===== config.mk =====
export PLATFORM = sky130hd
export DESIGN_NAME = sensor_trend_classifier_core
export DESIGN_NICKNAME = d
export VERILOG_FILES = /design/src/hw/rtl/stc_pkg.sv /design/src/hw/rtl/stc_divider.sv /design/src/hw/rtl/sensor_trend_classifier_core.sv
export SDC_FILE = /design/constraint.sdc
export NUM_CORES = 2
export LEC_CHECK = 0
export BUFFER_PORTS_ARGS = -buffer_cell sky130_fd_sc_hd__buf_2
export CORE_UTILIZATION = 55
export CTS_CLUSTER_SIZE = 16
export DETAILED_ROUTE_END_ITERATION = 8
export GPL_TIMING_DRIVEN = 0
export PLACE_DENSITY = 0.73
export SYNTH_ARGS = -nofsm -noshare
export SYNTH_HDL_FRONTEND = slang
export SYNTH_SLANG_ARGS = --single-unit

===== constraint.sdc =====
create_clock -name clk_i -period 11.59 [get_ports clk_i]
set_clock_uncertainty 0.1 [all_clocks]
set_input_delay 1.159 -clock clk_i [delete_from_list [all_inputs] [get_ports clk_i]]
set_output_delay 1.159 -clock clk_i [all_outputs]
set_load 0.05 [all_outputs]

===== src/hw/rtl/stc_pkg.sv =====
// Shared types and constants for the sensor trend classifier.
// No dependencies.
package stc_pkg;

  localparam int unsigned JumpScale = 1000;

  typedef enum logic [2:0] {
    TrSteady   = 3'd0,
    TrRising   = 3'd1,
    TrFalling  = 3'd2,
    TrJumpUp   = 3'd3,
    TrJumpDown = 3'd4
  } trend_e;

  typedef enum logic [1:0] {
    CfgInterval = 2'd0,
    CfgWindow   = 2'd1,
    CfgTol      = 2'd2,
    CfgDeadband = 2'd3
  } cfg_idx_e;

  typedef enum logic [2:0] {
    StIdle,
    StSpan,
    StDivAbs,
    StDivRel,
    StSum,
    StOut
  } state_e;

  typedef struct packed {
    logic start;
    logic [63:0] dividend;
    logic [63:0] divisor;
  } div_req_t;

  typedef struct packed {
    logic busy;
    logic done;
    logic [63:0] quotient;
  } div_rsp_t;

endpackage


===== src/hw/rtl/stc_divider.sv =====
// Shared signed restoring divider, one quotient bit per cycle.
// Depends on stc_pkg.
module stc_divider import stc_pkg::*; (
  input  logic     clk_i,
  input  logic     rst_ni,
  input  div_req_t req_i,
  output div_rsp_t rsp_o
);

  logic [6:0]  cnt_q, cnt_d;
  logic        busy_q, busy_d;
  logic        done_q, done_d;
  logic        neg_q, neg_d;
  logic [63:0] rem_q, rem_d;
  logic [63:0] quo_q, quo_d;
  logic [63:0] den_q, den_d;
  logic [64:0] trial;
  logic [63:0] shifted;

  always_comb begin
    shifted = {rem_q[62:0], quo_q[63]};
    trial   = {1'b0, shifted} - {1'b0, den_q};
  end

  always_comb begin
    cnt_d  = cnt_q;
    busy_d = busy_q;
    done_d = 1'b0;
    neg_d  = neg_q;
    rem_d  = rem_q;
    quo_d  = quo_q;
    den_d  = den_q;
    if (req_i.start) begin
      busy_d = 1'b1;
      cnt_d  = 7'd0;
      neg_d  = req_i.dividend[63] ^ req_i.divisor[63];
      rem_d  = '0;
      quo_d  = req_i.dividend[63] ? -req_i.dividend : req_i.dividend;
      den_d  = req_i.divisor[63] ? -req_i.divisor : req_i.divisor;
    end else if (busy_q) begin
      if (!trial[64]) begin
        rem_d = trial[63:0];
        quo_d = {quo_q[62:0], 1'b1};
      end else begin
        rem_d = shifted;
        quo_d = {quo_q[62:0], 1'b0};
      end
      cnt_d = cnt_q + 7'd1;
      if (cnt_q == 7'd63) begin
        busy_d = 1'b0;
        done_d = 1'b1;
        if (neg_q) quo_d = -quo_d;
      end
    end
  end

  always_ff @(posedge clk_i or negedge rst_ni) begin
    if (!rst_ni) begin
      cnt_q  <= '0;
      busy_q <= 1'b0;
      done_q <= 1'b0;
    end else begin
      cnt_q  <= cnt_d;
      busy_q <= busy_d;
      done_q <= done_d;
    end
  end

  always_ff @(posedge clk_i) begin
    neg_q <= neg_d;
    rem_q <= rem_d;
    quo_q <= quo_d;
    den_q <= den_d;
  end

  assign rsp_o.busy     = busy_q;
  assign rsp_o.done     = done_q;
  assign rsp_o.quotient = quo_q;

endmodule


===== src/hw/rtl/sensor_trend_classifier_core.sv =====
// Sensor trend classifier: takes timestamped samples newest first and
// emits closed-span records and, on the final sample, a window summary.
// Channels: sample words on sample_valid_i/sample_ready_o, result words on
// result_valid_o/result_ready_i, registers on a plain write port
// (cfg_we_i, cfg_idx_i, cfg_data_i) which the user must write only while
// idle; the block itself does not enforce this. A sample is registered on
// accept and handled in the span state; one that closes a span has its
// record registered there. A final sample adds a summary that, once the
// data set has started, needs two passes of the shared 64-bit divider,
// one quotient bit per cycle, before the summary word is registered.
// A new sample is not taken until the last one is through: sample_ready_o
// is low while an item is in work or a result word waits.
// Reset clears all data-set state and loads register defaults: interval 10,
// window 60, tolerance 65536, deadband 3277.
// A stalled receiver holds the result word and the block in place.
// Depends on stc_pkg and stc_divider.
module sensor_trend_classifier_core import stc_pkg::*; #(
  parameter int unsigned MAX_SPANS = 4096
) (
  input  logic        clk_i,
  input  logic        rst_ni,
  input  logic        cfg_we_i,
  input  logic [1:0]  cfg_idx_i,
  input  logic [23:0] cfg_data_i,
  input  logic        sample_valid_i,
  output logic        sample_ready_o,
  input  logic [31:0] sample_time_i,
  input  logic signed [31:0] sample_value_i,
  input  logic        final_sample_i,
  output logic        result_valid_o,
  input  logic        result_ready_i,
  output logic        result_kind_o,
  output logic [2:0]  trend_code_o,
  output logic [31:0] span_start_time_o,
  output logic [31:0] span_end_time_o,
  output logic        strictly_rising_o,
  output logic        strictly_falling_o,
  output logic        summary_valid_o,
  output logic signed [31:0] abs_pitch_q16_o,
  output logic signed [31:0] rel_pitch_q16_o,
  output logic [12:0] span_count_o,
  output logic        last_result_o
);

  localparam int unsigned CntW = $clog2(MAX_SPANS + 1);

  logic [15:0] interval_q, window_q;
  logic [23:0] tol_q, band_q;

  always_ff @(posedge clk_i or negedge rst_ni) begin
    if (!rst_ni) begin
      interval_q <= 16'd10;
      window_q   <= 16'd60;
      tol_q      <= 24'd65536;
      band_q     <= 24'd3277;
    end else if (cfg_we_i) begin
      unique case (cfg_idx_e'(cfg_idx_i))
        CfgInterval: interval_q <= cfg_data_i[15:0];
        CfgWindow:   window_q   <= cfg_data_i[15:0];
        CfgTol:      tol_q      <= cfg_data_i;
        CfgDeadband: band_q     <= cfg_data_i;
        default: ;
      endcase
    end
  end

  state_e state_q, state_d;

  logic started_q, started_d;
  logic [31:0] newest_t_q, newest_t_d;
  logic signed [31:0] newest_v_q, newest_v_d;
  logic signed [33:0] bound_q, bound_d;
  logic [31:0] top_t_q, top_t_d;
  logic signed [31:0] top_v_q, top_v_d;
  logic [31:0] old_t_q, old_t_d;
  logic signed [31:0] old_v_q, old_v_d;
  logic rise_q, rise_d, fall_q, fall_d;
  logic [CntW-1:0] spans_q, spans_d;
  logic done_q, done_d;

  logic [31:0] in_t_q;
  logic signed [31:0] in_v_q;
  logic in_fin_q;

  logic signed [31:0] rel_q, rel_d;
  logic signed [31:0] abs_q, abs_d;

  logic ov_q, ov_d;
  logic ov_kind_q, ov_kind_d;
  logic [2:0] ov_code_q, ov_code_d;
  logic [31:0] ov_st_q, ov_st_d, ov_et_q, ov_et_d;
  logic ov_r_q, ov_r_d, ov_f_q, ov_f_d, ov_sv_q, ov_sv_d;
  logic signed [31:0] ov_ap_q, ov_ap_d, ov_rp_q, ov_rp_d;
  logic [12:0] ov_cnt_q, ov_cnt_d;
  logic ov_last_q, ov_last_d;

  div_req_t div_req;
  div_rsp_t div_rsp;

  stc_divider u_div (
    .clk_i  (clk_i),
    .rst_ni (rst_ni),
    .req_i  (div_req),
    .rsp_o  (div_rsp)
  );

  logic accept;
  assign accept         = sample_valid_i && sample_ready_o;
  assign sample_ready_o = (state_q == StIdle) && !ov_q;

  logic signed [33:0] d_diff;
  logic signed [34:0] jump_th;
  logic signed [33:0] until_t, t_ext, iv_ext;
  logic in_win, closes, proc;
  logic [2:0] code;
  logic signed [32:0] e_diff, ae;
  logic signed [33:0] dt;
  logic [31:0] sat_val;

  function automatic logic [31:0] sat64(input logic [63:0] v);
    logic pos_big, neg_big;
    begin
      pos_big = !v[63] && (v[62:31] != '0);
      neg_big = v[63] && (v[62:31] != '1);
      if (pos_big) sat64 = 32'h7fffffff;
      else if (neg_big) sat64 = 32'h80000000;
      else sat64 = v[31:0];
    end
  endfunction

  always_comb begin
    t_ext   = {2'b00, in_t_q};
    iv_ext  = {18'd0, interval_q};
    until_t = {2'b00, newest_t_q} - {18'd0, window_q};
    proc    = !done_q && (window_q != 16'd0);
    in_win  = !started_q || !(t_ext < until_t);
    closes  = proc && in_win &&
              (t_ext <= (started_q ? bound_q : t_ext - iv_ext));
    d_diff  = {{2{in_v_q[31]}}, in_v_q} -
              (started_q ? {{2{top_v_q[31]}}, top_v_q} : {{2{in_v_q[31]}}, in_v_q});
    jump_th = 35'(tol_q) * 35'(JumpScale);
    priority if (d_diff > jump_th) code = TrJumpDown;
    else if (-d_diff > jump_th) code = TrJumpUp;
    else if (d_diff > $signed({10'd0, band_q})) code = TrFalling;
    else if (-d_diff > $signed({10'd0, band_q})) code = TrRising;
    else code = TrSteady;
    e_diff = {newest_v_q[31], newest_v_q} - {old_v_q[31], old_v_q};
    ae     = e_diff[32] ? -e_diff : e_diff;
    dt     = {2'b00, newest_t_q} - {2'b00, old_t_q};
    sat_val = sat64(div_rsp.quotient);
  end

  always_comb begin
    state_d = state_q;
    unique case (state_q)
      StIdle:   if (accept) state_d = StSpan;
      StSpan:   if (!ov_q || result_ready_i) begin
        if (!in_fin_q) state_d = StIdle;
        else if (started_d) state_d = StDivAbs;
        else state_d = StSum;
      end
      StDivAbs: if (div_rsp.done) state_d = StDivRel;
      StDivRel: if (div_rsp.done) state_d = StSum;
      StSum:    if (!ov_q || result_ready_i) state_d = StIdle;
      default:  state_d = StIdle;
    endcase
  end

  always_comb begin
    started_d = started_q; newest_t_d = newest_t_q; newest_v_d = newest_v_q;
    bound_d = bound_q; top_t_d = top_t_q; top_v_d = top_v_q;
    old_t_d = old_t_q; old_v_d = old_v_q; rise_d = rise_q; fall_d = fall_q;
    spans_d = spans_q; done_d = done_q; rel_d = rel_q; abs_d = abs_q;
    ov_d = ov_q && !result_ready_i;
    ov_kind_d = ov_kind_q; ov_code_d = ov_code_q; ov_st_d = ov_st_q;
    ov_et_d = ov_et_q; ov_r_d = ov_r_q; ov_f_d = ov_f_q; ov_sv_d = ov_sv_q;
    ov_ap_d = ov_ap_q; ov_rp_d = ov_rp_q; ov_cnt_d = ov_cnt_q;
    ov_last_d = ov_last_q;
    div_req = '0;
    unique case (state_q)
      StSpan: if (!ov_q || result_ready_i) begin
        if (proc) begin
          if (!in_win) begin
            done_d = 1'b1;
          end else begin
            if (!started_q) begin
              started_d  = 1'b1;
              newest_t_d = in_t_q;
              newest_v_d = in_v_q;
            end
            old_t_d = in_t_q;
            old_v_d = in_v_q;
            if (!started_q) begin
              top_t_d = in_t_q;
              top_v_d = in_v_q;
              bound_d = t_ext - iv_ext;
            end
            if (closes) begin
              ov_d      = 1'b1;
              ov_kind_d = 1'b0;
              ov_code_d = code;
              ov_st_d   = in_t_q;
              ov_et_d   = started_q ? top_t_q : in_t_q;
              ov_r_d    = rise_q && !(code == TrFalling || code == TrJumpDown);
              ov_f_d    = fall_q && !(code == TrRising || code == TrJumpUp);
              rise_d    = ov_r_d;
              fall_d    = ov_f_d;
              if (spans_q < CntW'(MAX_SPANS)) spans_d = spans_q + 1'b1;
              ov_cnt_d  = 13'(spans_d);
              ov_sv_d   = 1'b0;
              ov_ap_d   = '0;
              ov_rp_d   = '0;
              ov_last_d = !in_fin_q;
              top_t_d   = in_t_q;
              top_v_d   = in_v_q;
              bound_d   = t_ext - iv_ext;
            end
          end
        end
        if (in_fin_q && (started_d)) begin
          div_req.start    = 1'b1;
          div_req.dividend = 64'(signed'({newest_v_d[31], newest_v_d} -
                                         {old_v_d[31], old_v_d}));
          div_req.divisor  = 64'(signed'({2'b00, newest_t_d} - {2'b00, old_t_d}));
        end
      end
      StDivAbs: if (div_rsp.done) begin
        abs_d = (dt == '0) ? 32'sd0 : $signed(sat_val);
        div_req.start    = 1'b1;
        div_req.dividend = 64'(-e_diff);
        div_req.divisor  = 64'(spans_q);
      end
      StDivRel: if (div_rsp.done) begin
        rel_d = (spans_q == '0) ? 32'sd0 : $signed(sat_val);
      end
      StSum: if (!ov_q || result_ready_i) begin
        ov_d      = 1'b1;
        ov_kind_d = 1'b1;
        ov_last_d = 1'b1;
        ov_code_d = TrSteady;
        ov_st_d = '0; ov_et_d = '0; ov_r_d = 1'b0; ov_f_d = 1'b0;
        ov_sv_d = 1'b0; ov_ap_d = '0; ov_cnt_d = '0;
        if (started_q) begin
          if ({ae[31:0], 1'b0} > {1'b0, 9'd0, tol_q} && !ae[32])
            ov_code_d = e_diff[32] ? TrFalling : TrRising;
          else if (ae[32])
            ov_code_d = e_diff[32] ? TrFalling : TrRising;
          ov_st_d  = old_t_q;
          ov_et_d  = newest_t_q;
          ov_r_d   = rise_q;
          ov_f_d   = fall_q;
          ov_sv_d  = 1'b1;
          ov_ap_d  = abs_q;
          ov_rp_d  = rel_q;
          ov_cnt_d = 13'(spans_q);
        end else begin
          ov_rp_d = '0;
        end
        started_d = 1'b0; newest_t_d = '0; newest_v_d = '0; bound_d = '0;
        top_t_d = '0; top_v_d = '0; old_t_d = '0; old_v_d = '0;
        rise_d = 1'b1; fall_d = 1'b1; spans_d = '0; done_d = 1'b0;
      end
      default: ;
    endcase
  end

  always_ff @(posedge clk_i or negedge rst_ni) begin
    if (!rst_ni) begin
      state_q <= StIdle;
      started_q <= 1'b0; newest_t_q <= '0; newest_v_q <= '0; bound_q <= '0;
      top_t_q <= '0; top_v_q <= '0; old_t_q <= '0; old_v_q <= '0;
      rise_q <= 1'b1; fall_q <= 1'b1; spans_q <= '0; done_q <= 1'b0;
      ov_q <= 1'b0;
    end else begin
      state_q <= state_d;
      started_q <= started_d; newest_t_q <= newest_t_d; newest_v_q <= newest_v_d;
      bound_q <= bound_d; top_t_q <= top_t_d; top_v_q <= top_v_d;
      old_t_q <= old_t_d; old_v_q <= old_v_d; rise_q <= rise_d; fall_q <= fall_d;
      spans_q <= spans_d; done_q <= done_d;
      ov_q <= ov_d;
    end
  end

  always_ff @(posedge clk_i) begin
    if (accept) begin
      in_t_q   <= sample_time_i;
      in_v_q   <= sample_value_i;
      in_fin_q <= final_sample_i;
    end
    abs_q <= abs_d;
    rel_q <= rel_d;
    ov_kind_q <= ov_kind_d; ov_code_q <= ov_code_d; ov_st_q <= ov_st_d;
    ov_et_q <= ov_et_d; ov_r_q <= ov_r_d; ov_f_q <= ov_f_d; ov_sv_q <= ov_sv_d;
    ov_ap_q <= ov_ap_d; ov_rp_q <= ov_rp_d; ov_cnt_q <= ov_cnt_d;
    ov_last_q <= ov_last_d;
  end

  assign result_valid_o     = ov_q;
  assign result_kind_o      = ov_kind_q;
  assign trend_code_o       = ov_code_q;
  assign span_start_time_o  = ov_st_q;
  assign span_end_time_o    = ov_et_q;
  assign strictly_rising_o  = ov_r_q;
  assign strictly_falling_o = ov_f_q;
  assign summary_valid_o    = ov_sv_q;
  assign abs_pitch_q16_o    = ov_ap_q;
  assign rel_pitch_q16_o    = ov_rp_q;
  assign span_count_o       = ov_cnt_q;
  assign last_result_o      = ov_last_q;

endmodule


==> metrics.txt <==
sequential area share after synthesis=0.368; Req. time, crit path=11.92 ns; Clock Path Buffers=3; final hold viol count=0; RD Place Congestion=0.969; Crit Path Class=flip-flop to flip-flop; DR iter-0 viols=5,105; antenna violations before repair=8; crit path DAT=11.20 ns; Rows=120; IO buf count=246; worst-path fanout max=10; crit-path most repeated cell=a21oi_1; drt drc=0; Async S/R FF share, synth=0.417; Hold Path Class=primary input to asynchronous set/reset pin; vias=51,300; leading area contributor after synthesis=edfxtp_1; most frequent cell after synthesis=ha_1; Pleak=28.9 nW; Seq cells post-synth=806; Post-Syn Instances=6,267; Commonest cells post-synth=529 x ha_1, 482 x nand2_1, 455 x nor2_1; first-pass GRT wire length=288,000 um; drt pass-1 iters=6; DRT antenna net count=0; CTS buffer count=90; TritonCTS Sinks=806; Total Wirelength=188,000 um; Final nets=7,361; CTS tree=done; Starting Density=0.556; crit start category=flip-flop; ant diodes=0; maxcap violations=0; Synth cell types=113; wire per inst=23.2 um; Critical Path Max Stage Delay=0.49 ns; Reg clk slew, reported paths=0.06 ns; CTS HTree Levels=3; area grow syn2layout=10.9%; largest net degree at the start of global routing=112; PwrDens=209 nW/um2; status=finished clean; hold_buf cts=0; RSZ-0062 raised after global routing=false; Slew Limit Fails=0; Max-slew headroom=0.0533; synthesized area=59,600 um2; Syn. warnings=0; Tmin final=10.86 ns; syn_area_per_cell=9.51 um2; Synth area leaders=edfxtp_1 21%, dfrtp_1 13%, ha_1 11%; Worst Max-Slew Pin Slew=1.42 ns; die area=110,000 um2; top_reg_cell synth=edfxtp_1; Post-synth EDFFs=407; chip height=331 um; crit end category=flip-flop; total core area=107,000 um2; Yosys top cell area share=0.205; Hold WS=0.203 ns; clock root cell=clkbuf_16; final setup vio count=0; boundary pin count=247; maximum clock frequency=92.1 MHz; critical path's slowest cell=a311o_1; via/cell ratio=6.32; worst skew pair latency=0.68 ns; vias in the first global route=49,400; maximum vdd drop=478 uV; DPL Wire Length=146,000 um; period utilization=0.937; Overflow after GRT=0; total power=13.9 mW; share of cells above drive strength 1=0.0989; GRT Util Overall=0.337; die width=331 um
==> area by class of cell <==
| type | instances | area (um2) |
|---|---|---|
| fillers | 9131 | 41100 |
| multi-input cells | 4875 | 35600 |
| flip-flops and latches | 806 | 21900 |
| clock buffers | 110 | 2450 |
| well taps | 1403 | 1760 |
| repair buffers | 256 | 1450 |
| inverters | 343 | 1290 |
| plain buffers | 271 | 1070 |
| clock inverters | 55 | 644 |
==> cells by family after synthesis <==
kind of cell / Yosys count / synth area share
multiplexers: 281 / 0.0499
other: 1 / 0.0000629
AND/OR/NAND/NOR: 1715 / 0.141
XOR/XNOR: 416 / 0.0613
adder cells (fa/ha/maj): 622 / 0.142
AO/OA/AOI/OAI: 1810 / 0.199
buffers and inverters: 616 / 0.0394
flip-flops: 806 / 0.368
==> layer usage <==
layer | global-route usage | wire, um
met1 | 0.452 | 79300
met4 | 0.164 | 10400
met3 | 0.0531 | 14500
met5 | 0 | 37
met2 | 0.534 | 83900
==> power by group <==
part           switching [mW]  internal, mW  total, mW  leakage [nW]
registers               0.124          3.09       3.21          8.49
logic                    4.31          3.28       7.59          18.9
clock network            1.25          1.80       3.05          1.52
total                    5.68          8.17       13.9          28.9
==> placed cells by master (no fill, tap or decap), types with 17 or more instances in the layout <==
| cell | count |
|---|---|
| clkbuf_16 | 93 |
| a21oi_1 | 437 |
| edfxtp_1 | 407 |
| conb_1 | 31 |
| o21bai_1 | 23 |
| nand2b_1 | 75 |
| o211ai_1 | 34 |
| a211oi_1 | 56 |
| nand3b_1 | 17 |
| and2_1 | 35 |
| xor2_1 | 167 |
| o21ai_1 | 34 |
| or2_2 | 20 |
| nand4_1 | 86 |
| a22o_1 | 158 |
| mux2i_1 | 152 |
| nor2b_1 | 63 |
| o21ai_0 | 438 |
| fa_1 | 93 |
| ha_1 | 529 |
| nand2_1 | 480 |
| xnor2_1 | 248 |
| dfxtp_1 | 63 |
| nor2_1 | 455 |
| a21o_1 | 193 |
| or3_1 | 49 |
| a31oi_1 | 82 |
| clkbuf_1 | 235 |
| o31ai_1 | 37 |
| o31a_1 | 23 |
| mux2_2 | 129 |
| nor4_1 | 48 |
| buf_2 | 263 |
| nand3_1 | 83 |
| buf_1 | 18 |
| o21a_1 | 55 |
| nor3_1 | 107 |
| inv_1 | 340 |
| and3_1 | 116 |
| dfrtp_1 | 319 |
==> path summary, 6_finish.rpt <==
kind | startpoint | cells after the start | to | slack, ns
hold / removal | rst_ni | 1 | bound_q[21] | 0.20
max in group asynchronous | rst_ni | 3 | old_v_q[30] | 9.79
setup reg to reg | newest_t_q[0] | 42 | u_div.den_q[32] | 0.73
min in group clk_i | bound_q[33] | 2 | bound_q[33] | 0.38
hold reg to reg | bound_q[33] | 2 | bound_q[33] | 0.38
setup / recovery | newest_t_q[0] | 42 | u_div.den_q[32] | 0.73
==> timing repair <==
item                                   CTS  global route
resized for setup                        8            25
pin swaps                                0             2
endpoints found under the hold margin    0             0
setup endpoints to repair               28            46
setup buffers                            0             2
==> worst max-delay path, delay by kind of cell, from the launching register on <==
| family | cells | cell delay [ns] |
|---|---|---|
| AOI/OAI and AO/OA | 21 | 5.35 |
| and+or+nand+nor | 10 | 2.33 |
| adders and majority gates | 5 | 1.56 |
| buffers and inverters | 4 | 0.59 |
| DFF | 1 | 0.44 |
| xor gates and xnor gates | 2 | 0.24 |
==> through the flow <==
stage	instance area [um2]	setup TNS, ns	worst slack, ns	utilization	instances
after detailed placement	62900	-9.08	-0.525	0.587	7954
after global placement	62700	-180.64	-1.16	0.585	7946
after CTS	66100	0	0.102	0.616	8119
final	66100	0	0.727	0.617	8119
after floorplan	59700	0	2.08	-	6297
after global routing	66100	0	0.0120	0.617	8119
==> registers in the layout, indices dropped and copies added, names as in the netlist, 13 cells and up <==
register and flops:
rel_q 32, interval_q 16, tol_q 24, u_div.rem_q 63, span_start_time_o 32, newest_t_q 32
band_q 24, u_div.quo_q 64, newest_v_q 32, in_t_q 32, spans_q 13, span_end_time_o 32
abs_pitch_q16_o 32, rel_pitch_q16_o 32, abs_q 32, u_div.den_q 64, top_v_q 32, old_t_q 32
window_q 16, old_v_q 32, bound_q 34, in_v_q 32, top_t_q 32, span_count_o 13
(Power assumes the default switching activity.)
